**src/rtl/core/uer_pkg.sv**
```systemverilog
// uer_pkg: shared constants for the ultrasonic echo ranger.
// No dependencies; used by the result and configuration channel interfaces and the top level.
package uer_pkg;

    localparam int TIMEOUT_W   = 20;
    localparam int ELAPSED_W   = 21;
    localparam int PULSE_W     = 20;
    localparam int DIST_W      = 21;

    localparam logic [TIMEOUT_W-1:0] TIMEOUT_RST = TIMEOUT_W'(23529);
    localparam int                   TRIGGER_TICKS_DEF = 10;

    // floor(p * 17 / 10) == (p * DIST_MUL) >> DIST_SHIFT for every 20-bit p
    // DIST_MUL = 17 * ceil(2^28 / 10)
    localparam int                DIST_SHIFT = 28;
    localparam int                DIST_MUL_W = 29;
    localparam logic [DIST_MUL_W-1:0] DIST_MUL = DIST_MUL_W'(456340282);
    localparam int                PROD_W     = PULSE_W + DIST_MUL_W;

    localparam int PHASE_W = 2;
    localparam logic [PHASE_W-1:0] PH_IDLE = 2'd0;
    localparam logic [PHASE_W-1:0] PH_TRIG = 2'd1;
    localparam logic [PHASE_W-1:0] PH_WAIT = 2'd2;
    localparam logic [PHASE_W-1:0] PH_HIGH = 2'd3;

    localparam logic CMD_TICK  = 1'b0;
    localparam logic CMD_START = 1'b1;

endpackage

```
**src/rtl/core/uer_in_if.sv**
```systemverilog
// uer_in_if: input item channel (command, echo level).
// No dependencies.
interface uer_in_if;
    logic valid;
    logic ready;
    logic command;
    logic echo_level;

    modport source (output valid, output command, output echo_level, input ready);
    modport sink   (input valid, input command, input echo_level, output ready);
endinterface

```
**src/rtl/core/uer_out_if.sv**
```systemverilog
// uer_out_if: result item channel of the ranger.
// Depends on uer_pkg for field widths.
interface uer_out_if;
    logic                         valid;
    logic                         ready;
    logic                         trigger_level;
    logic                         busy_res;
    logic                         done_res;
    logic                         timed_out;
    logic [uer_pkg::PULSE_W-1:0]  pulse_us;
    logic [uer_pkg::DIST_W-1:0]   distance_hcm;

    modport source (output valid, output trigger_level, output busy_res, output done_res,
                    output timed_out, output pulse_us, output distance_hcm, input ready);
    modport sink   (input valid, input trigger_level, input busy_res, input done_res,
                    input timed_out, input pulse_us, input distance_hcm, output ready);
endinterface

```
**src/rtl/core/uer_cfg_if.sv**
```systemverilog
// uer_cfg_if: configuration write channel carrying the timeout value.
// Depends on uer_pkg for the data width.
interface uer_cfg_if;
    logic                          valid;
    logic                          ready;
    logic [uer_pkg::TIMEOUT_W-1:0] data;

    modport source (output valid, output data, input ready);
    modport sink   (input valid, input data, output ready);
endinterface

```
**src/rtl/core/ultrasonic_echo_ranger.sv**
```systemverilog
// ultrasonic_echo_ranger: trigger/echo ranging controller, two register stages.
// Depends on uer_pkg, uer_in_if, uer_out_if and uer_cfg_if.
//
// One item per clock unless o_out.ready stalls: each input item (a microsecond
// tick or a start) gives exactly one result item via both stages. The first
// stage updates the ranging state and registers the status and pulse width;
// the second turns the width into distance through one constant multiply into
// the output register. Throughput is limited only by o_out.ready; i_in.ready
// drops only when both stages hold items that the output side has not taken.
// Configuration writes are always accepted and take effect on the next item.
module ultrasonic_echo_ranger #(
    parameter int TRIGGER_TICKS = uer_pkg::TRIGGER_TICKS_DEF
) (
    input  logic       i_clk,
    input  logic       i_rst_n,
    uer_in_if.sink     i_in,
    uer_cfg_if.sink    i_cfg,
    uer_out_if.source  o_out
);
    import uer_pkg::*;

    localparam int TCNT_W = $clog2(TRIGGER_TICKS + 1);

    logic [TIMEOUT_W-1:0] r_timeout_us;
    logic [PHASE_W-1:0]   r_phase,   n_phase;
    logic [TCNT_W-1:0]    r_trig_cnt, n_trig_cnt;
    logic [ELAPSED_W-1:0] r_elapsed, n_elapsed;
    logic [PULSE_W-1:0]   r_width,   n_width;

    logic                 n_done, n_tmo;
    logic [PULSE_W-1:0]   n_pulse;

    logic                 r_s1_valid;
    logic                 r_s1_trig, r_s1_busy, r_s1_done, r_s1_tmo;
    logic [PULSE_W-1:0]   r_s1_pulse;

    logic                 r_out_valid;
    logic                 r_out_trig, r_out_busy, r_out_done, r_out_tmo;
    logic [PULSE_W-1:0]   r_out_pulse;
    logic [DIST_W-1:0]    r_out_dist;

    logic                 out_adv, s1_adv, in_fire;
    logic [PROD_W-1:0]    dist_prod;

    assign out_adv  = !r_out_valid || o_out.ready;
    assign s1_adv   = !r_s1_valid || out_adv;
    assign i_in.ready = s1_adv;
    assign in_fire  = i_in.valid && s1_adv;
    assign i_cfg.ready = 1'b1;

    // ranging state update for one item
    always_comb begin
        n_phase    = r_phase;
        n_trig_cnt = r_trig_cnt;
        n_elapsed  = r_elapsed;
        n_width    = r_width;
        n_done     = 1'b0;
        n_tmo      = 1'b0;
        n_pulse    = '0;
        if (i_in.command == CMD_START) begin
            if (r_phase == PH_IDLE) begin
                n_phase    = PH_TRIG;
                n_trig_cnt = '0;
            end
        end else begin
            unique case (r_phase) inside
                PH_TRIG: begin
                    n_trig_cnt = r_trig_cnt + 1'b1;
                    if (n_trig_cnt >= TCNT_W'(TRIGGER_TICKS)) begin
                        n_phase   = PH_WAIT;
                        n_elapsed = '0;
                        n_width   = '0;
                    end
                end
                PH_WAIT, PH_HIGH: begin
                    if (r_phase == PH_HIGH && !i_in.echo_level) begin
                        n_done  = 1'b1;
                        n_pulse = r_width;
                        n_phase = PH_IDLE;
                    end else begin
                        n_elapsed = r_elapsed + 1'b1;
                        if (i_in.echo_level) begin
                            n_width = r_width + 1'b1;
                            n_phase = PH_HIGH;
                        end
                        if (n_elapsed > ELAPSED_W'(r_timeout_us)) begin
                            n_done  = 1'b1;
                            n_tmo   = 1'b1;
                            n_phase = PH_IDLE;
                        end
                    end
                end
                default: ;
            endcase
        end
    end

    assign dist_prod = PROD_W'(r_s1_pulse) * PROD_W'(DIST_MUL);

    always_ff @(posedge i_clk) begin
        if (!i_rst_n) begin
            r_timeout_us <= TIMEOUT_RST;
            r_phase      <= PH_IDLE;
            r_trig_cnt   <= '0;
            r_elapsed    <= '0;
            r_width      <= '0;
            r_s1_valid   <= 1'b0;
            r_out_valid  <= 1'b0;
        end else begin
            if (i_cfg.valid) begin
                r_timeout_us <= i_cfg.data;
            end
            if (in_fire) begin
                r_phase    <= n_phase;
                r_trig_cnt <= n_trig_cnt;
                r_elapsed  <= n_elapsed;
                r_width    <= n_width;
            end
            if (s1_adv) begin
                r_s1_valid <= i_in.valid;
            end
            if (out_adv) begin
                r_out_valid <= r_s1_valid;
            end
        end
    end

    always_ff @(posedge i_clk) begin
        if (in_fire) begin
            r_s1_trig  <= (n_phase == PH_TRIG);
            r_s1_busy  <= (n_phase != PH_IDLE);
            r_s1_done  <= n_done;
            r_s1_tmo   <= n_tmo;
            r_s1_pulse <= n_pulse;
        end
        if (out_adv && r_s1_valid) begin
            r_out_trig  <= r_s1_trig;
            r_out_busy  <= r_s1_busy;
            r_out_done  <= r_s1_done;
            r_out_tmo   <= r_s1_tmo;
            r_out_pulse <= r_s1_pulse;
            r_out_dist  <= dist_prod[DIST_SHIFT +: DIST_W];
        end
    end

    assign o_out.valid         = r_out_valid;
    assign o_out.trigger_level = r_out_trig;
    assign o_out.busy_res      = r_out_busy;
    assign o_out.done_res      = r_out_done;
    assign o_out.timed_out     = r_out_tmo;
    assign o_out.pulse_us      = r_out_pulse;
    assign o_out.distance_hcm  = r_out_dist;

    a_done_not_busy: assert property (@(posedge i_clk) disable iff (!i_rst_n)
        o_out.valid && o_out.done_res |-> !o_out.busy_res && !o_out.trigger_level)
        else $error("finished item still reports busy");

    a_trig_busy: assert property (@(posedge i_clk) disable iff (!i_rst_n)
        o_out.valid && o_out.trigger_level |-> o_out.busy_res)
        else $error("trigger high while idle");

    a_tmo_zero: assert property (@(posedge i_clk) disable iff (!i_rst_n)
        o_out.valid && o_out.timed_out |->
            o_out.done_res && o_out.pulse_us == '0 && o_out.distance_hcm == '0)
        else $error("timed-out item carries a measurement");

    a_s1_hold: assert property (@(posedge i_clk) disable iff (!i_rst_n)
        r_s1_valid && !out_adv |=> r_s1_valid && $stable(r_s1_pulse))
        else $error("stage one item lost under stall");

endmodule

```
**src/flat_wrapper.sv**
```systemverilog
// flat-port wrapper written by rule: the top's interface ports become plain ports
module ultrasonic_echo_ranger_flat import uer_pkg::*;
#(
    parameter int TRIGGER_TICKS = uer_pkg::TRIGGER_TICKS_DEF
)
  (i_clk, i_rst_n, i_in_valid, i_in_command, i_in_echo_level, i_in_ready, i_cfg_valid, i_cfg_data, i_cfg_ready, o_out_valid, o_out_trigger_level, o_out_busy_res, o_out_done_res, o_out_timed_out, o_out_pulse_us, o_out_distance_hcm, o_out_ready);
  uer_in_if i_in_i ();
  uer_cfg_if i_cfg_i ();
  uer_out_if o_out_i ();
  input  logic i_clk;
  input  logic i_rst_n;
  input wire logic [$bits(i_in_i.valid)-1:0] i_in_valid;
  input wire logic [$bits(i_in_i.command)-1:0] i_in_command;
  input wire logic [$bits(i_in_i.echo_level)-1:0] i_in_echo_level;
  output wire logic [$bits(i_in_i.ready)-1:0] i_in_ready;
  input wire logic [$bits(i_cfg_i.valid)-1:0] i_cfg_valid;
  input wire logic [$bits(i_cfg_i.data)-1:0] i_cfg_data;
  output wire logic [$bits(i_cfg_i.ready)-1:0] i_cfg_ready;
  output wire logic [$bits(o_out_i.valid)-1:0] o_out_valid;
  output wire logic [$bits(o_out_i.trigger_level)-1:0] o_out_trigger_level;
  output wire logic [$bits(o_out_i.busy_res)-1:0] o_out_busy_res;
  output wire logic [$bits(o_out_i.done_res)-1:0] o_out_done_res;
  output wire logic [$bits(o_out_i.timed_out)-1:0] o_out_timed_out;
  output wire logic [$bits(o_out_i.pulse_us)-1:0] o_out_pulse_us;
  output wire logic [$bits(o_out_i.distance_hcm)-1:0] o_out_distance_hcm;
  input wire logic [$bits(o_out_i.ready)-1:0] o_out_ready;
  assign i_in_i.valid = i_in_valid;
  assign i_in_i.command = i_in_command;
  assign i_in_i.echo_level = i_in_echo_level;
  assign i_in_ready = i_in_i.ready;
  assign i_cfg_i.valid = i_cfg_valid;
  assign i_cfg_i.data = i_cfg_data;
  assign i_cfg_ready = i_cfg_i.ready;
  assign o_out_valid = o_out_i.valid;
  assign o_out_trigger_level = o_out_i.trigger_level;
  assign o_out_busy_res = o_out_i.busy_res;
  assign o_out_done_res = o_out_i.done_res;
  assign o_out_timed_out = o_out_i.timed_out;
  assign o_out_pulse_us = o_out_i.pulse_us;
  assign o_out_distance_hcm = o_out_i.distance_hcm;
  assign o_out_i.ready = o_out_ready;
  ultrasonic_echo_ranger #(.TRIGGER_TICKS(TRIGGER_TICKS)) u_core (.i_clk(i_clk), .i_rst_n(i_rst_n), .i_in(i_in_i), .i_cfg(i_cfg_i), .o_out(o_out_i));
endmodule
```
**config.mk**
```make
export PLATFORM = sky130hd
export DESIGN_NAME = ultrasonic_echo_ranger_flat
export DESIGN_NICKNAME = d
export VERILOG_FILES = /design/src/rtl/core/uer_pkg.sv /design/src/rtl/core/uer_in_if.sv /design/src/rtl/core/uer_out_if.sv /design/src/rtl/core/uer_cfg_if.sv /design/src/rtl/core/ultrasonic_echo_ranger.sv /design/src/flat_wrapper.sv
export SDC_FILE = /design/constraint.sdc
export NUM_CORES = 1
export LEC_CHECK = 0
export ABC_AREA = 1
export BUFFER_PORTS_ARGS = -buffer_cell sky130_fd_sc_hd__buf_2
export CELL_PAD_IN_SITES_DETAIL_PLACEMENT = 1
export CELL_PAD_IN_SITES_GLOBAL_PLACEMENT = 2
export CORE_ASPECT_RATIO = 0.7
export CORE_MARGIN = 2
export CORE_UTILIZATION = 38
export CTS_CLUSTER_DIAMETER = 120
export CTS_CLUSTER_SIZE = 24
export DETAILED_ROUTE_END_ITERATION = 10
export PLACE_DENSITY_LB_ADDON = 0.1
export SYNTH_ARGS = -nofsm -noshare
export SYNTH_HDL_FRONTEND = slang
export SYNTH_SLANG_ARGS = --single-unit
```
**constraint.sdc**
```tcl
create_clock -name i_clk -period 12.7 [get_ports i_clk]
set_clock_uncertainty 0.05 [all_clocks]
set_input_delay 0.635 -clock i_clk [delete_from_list [all_inputs] [get_ports i_clk]]
set_output_delay 0.635 -clock i_clk [all_outputs]
set_load 0.01 [all_outputs]
```
==> metrics.md <==
| Metric | Value |
|---|---|
| Synthesized area | `15,300 µm²` |
| Nature of the critical path endpoint | `flip-flop` |
| Final wirelength | `45.63 mm` |
| Dpl cell area | `16,290 µm²` |
| Post-detailed-route wirelength per cell | `19.45 µm` |
| Vias per cell | `4.938` |
| Worst path cell trace | `ha_1, inv_1, fa_1, inv_1, fa_1, inv_1, fa_1, fa_1, inv_1, fa_1, inv_1, fa_1, inv_1, ha_1, a21oi_1, o21ai_0, a21oi_1, o21ai_0, a21oi_1, o21ai_0, xor2_1` |
| Number of gates given a new drive strength after cts | `0` |
| Worst path max stage delay | `0.63 ns` |
| Wire length of the first global-routing pass | `71.19 mm` |
| Combined global-route utilization of all metal layers | `22.84%` |
| Max-cap violations | `0` |
| H-Tree Depth | `4` |
| Number of buffers inserted for hold repair after clock tree synthesis | `0` |
| Initial antenna violation count | `0` |
| Placed wire-length estimate | `39.67 mm` |
| Layout cell share with drive strength beyond 1 | `8.172%` |
| Transition time of the tightest slew-check pin | `0.9764 ns` |
| Element type at the critical path start | `flip-flop` |
| Core area | `39,690 µm²` |
| Area Growth Syn to Fin | `10.54%` |
| Clock root buffer | `sky130_fd_sc_hd__clkbuf_16` |
| Layout Nets | `2,232` |
| Worst-case clock buffer depth | `2` |
| Shortest period the worst path allows | `6.764 ns` |
| Static Leakage | `8.353 nW` |
| Status | `completed` |
| Capture point of the worst path | `u_core.o_out.distance_hcm[16]` |
| Reg-to-Reg End | `u_core.o_out.distance_hcm[16]` |
| Final number of setup-violating endpoints | `0` |
| Vias in the first global route | `11,870` |
| Initial DRC Count | `627` |
| Die height | `171.9 µm` |
| Number of detailed-route iterations in the first pass | `4` |
| Flop and latch count out of synthesis | `138` |
| Max IR drop VDD | `0.0001568 V` |
| Worst hold-check path type | `input pin to flip-flop` |
| Horizontal extent of the die | `243.8 µm` |
| Cell area after layout | `16,910 µm²` |
| Largest driver fanout on the critical path | `7` |
| Total area of sequential cells | `3453 µm²` |
| EDFF count, synth | `69` |
| Worst r2r path cells | `21` |
| Setup repair after global routing missed its margin | `false` |
| Routability-driven placement congestion ratio | `0.9480` |
| Total area of multi-input combinational cells | `10,240 µm²` |
| Sum of negative setup slack | `0 ns` |
| Worst-path clk slew | `0.07 ns` |
| Sinks on the clock net | `138` |
| Count of mapped cells out of synthesis | `1,720` |
| Slew HR | `34.91%` |
| Reg2reg start | `u_core.r_s1_pulse[16]` |
| Clock tree from TritonCTS | `done` |
| Share of synthesized area occupied by flip-flops and latches | `22.57%` |
| Maximum achievable frequency | `0.1478 GHz` |
| Die area | `41,900 µm²` |
| Total power | `0.004278 W` |
| Top post-synthesis cells by area | `sky130_fd_sc_hd__fa_1 23%, sky130_fd_sc_hd__ha_1 19%, sky130_fd_sc_hd__edfxtp_1 14%` |
| Most common flop cell mapped by yosys | `sky130_fd_sc_hd__edfxtp_1` |
| Commonest cells post-synth | `403 x sky130_fd_sc_hd__inv_1, 228 x sky130_fd_sc_hd__ha_1, 199 x sky130_fd_sc_hd__nand2_1` |
| Final period utilization | `53.26%` |
| Required time at the endpoint of the critical path | `12.86 ns` |
| Post-Syn Nets | `2,154` |
| Source-to-sink clock delay at the later pin of the worst-skew pair | `0.46 ns` |
| Fill cell instance count of the final layout | `4,695` |
| Unique masters post-synth | `52` |
| Biggest area consumer among synthesized cells | `sky130_fd_sc_hd__fa_1` |
| Synth async-reset ratio | `0%` |
| Row cnt | `61` |
| Reg2Reg Setup Slack | `5.94 ns` |
| Area share of the largest cell type after synthesis | `23.43%` |
| Setup crit start | `u_core.r_s1_pulse[16]` |
| Port Buf Inserts | `73` |
| Global route overflow | `0` |
| CTS buffer count | `17` |
| Crit path kind | `flip-flop to flip-flop` |
| Fin. Hold Viols | `0` |
| Antenna diodes | `0` |
| Largest net degree at the start of global routing | `46` |
| Power Dens Cells | `253.0 nW/µm²` |
| Count of nets left with antenna violations after detail routing | `0` |
| Detailed-route DRC error count | `0` |
| Worst Path Arrival | `6.92 ns` |
| Initial core utilization | `38.54%` |
| YS warnings | `0` |
| Routed vias | `11,590` |
| Number of slew-limit violations in the final report | `0` |
| Leading cell type by number of instances after synthesis | `sky130_fd_sc_hd__inv_1` |
| Total setup buffers inserted after CTS | `0` |
| Cell at the slowest stage of the critical path | `sky130_fd_sc_hd__fa_1` |
| Average instance area after synthesis | `8.894 µm²` |
| I/O pin count | `75` |
-- cell usage in the layout, fill, tap and decap left out, drive strengths merged, types with 2 or more instances in the layout --
cell type,Yosys,final
a21boi,3,3
a21o,8,8
a21oi,113,113
a22oi,9,9
a31oi,12,12
buf,5,77
bufinv,0,2
clkbuf,13,17
clkinv,1,3
dfxtp,69,69
edfxtp,69,69
fa,179,179
ha,228,228
inv,407,418
nand2,210,210
nand2b,2,2
nand3,50,50
nand4,11,11
nor2,158,158
nor3,23,23
nor4,10,10
o21a,3,3
o21ai,67,67
o21bai,8,8
o31ai,4,4
or2,2,2
xnor2,18,18
xor2,28,28
-- where the power goes --
group / total, W / switching [W] / internal [W]
Clock: 0.000544 / 0.000243 / 0.000301
Combinational: 0.00313 / 0.00206 / 0.00106
Sequential: 0.000606 / 0.0000214 / 0.000585
-- metal layers --
layer / track usage (%) / part of all wire (%) / vias up
met1: 35.67 / 54 / 5763
li1: - / - / 5613
met5: 0 / 0 / -
met4: 4.162 / 0.74 / 0
met2: 30.27 / 38 / 187
met3: 7.186 / 7.2 / 22
-- sequential cells by signal (all words and copies together), names as in the netlist, 2 cells and up --
name                       count
u_core.o_out.distance_hcm     21
u_core.o_out.pulse_us         20
u_core.r_elapsed              21
u_core.r_phase                 2
u_core.r_s1_pulse             20
u_core.r_timeout_us           20
u_core.r_trig_cnt              4
u_core.r_width                20
-- cells by family after synthesis --
kind of cell | after synthesis | synth area share [%]
buffers and inverters | 426 | 10.56
DFF | 138 | 22.57
and+or+nand+nor | 470 | 13.66
xor gates and xnor gates | 46 | 2.683
other | 1 | 0.02451
AOI/OAI and AO/OA | 232 | 8.425
adders and majority gates | 407 | 42.07
-- worst min path at each step --
stage / start / cells past startpoint / end / slack, ns
floorplan: u_core.r_s1_busy / 0 / u_core.o_out.busy_res / 0.35
global placement: u_core.r_s1_busy / 0 / u_core.o_out.busy_res / 0.35
detailed placement: u_core.r_s1_tmo / 0 / u_core.o_out.timed_out / 0.36
CTS: i_cfg_data[9] / 3 / u_core.r_timeout_us[9] / 0.31
global route: i_cfg_data[9] / 3 / u_core.r_timeout_us[9] / 0.33
finish: i_cfg_data[9] / 3 / u_core.r_timeout_us[9] / 0.34
-- critical path, delay by kind of cell, from the launching register on --
| kind | cells | cell delay, ns |
|---|---|---|
| adders and majority gates | 8 | 4.00 |
| DFF | 1 | 0.55 |
| xor gates and xnor gates | 1 | 0.16 |
| buffers and inverters | 6 | 0.48 |
| AOI/OAI and AO/OA | 6 | 1.25 |
-- layout make-up --
cell class                 count  area share, %
multi-input combinational   1156          60.55
sequential                   138          20.42
inverter                     408          9.064
tap                          535          3.959
clock buffer                  17          2.516
timing repair buffer          77          2.338
clock inverter                15          1.147
-- metrics by stage --
stage | hold slack [ns] | util, % | setup slack (ns) | instances
6_report | 0.3410 | 42.61 | 5.936 | 2346
5_1_grt | 0.3293 | 42.61 | 5.420 | 2346
4_1_cts | 0.3101 | 42.61 | 5.876 | 2346
3_5_place_dp | 0.3563 | 41.05 | 5.933 | 2314
3_3_place_gp | 0.3533 | 41.05 | 6.016 | 2314
2_1_floorplan | 0.3503 | - | 6.754 | 1720
Power figures use the tool's default switching activity.
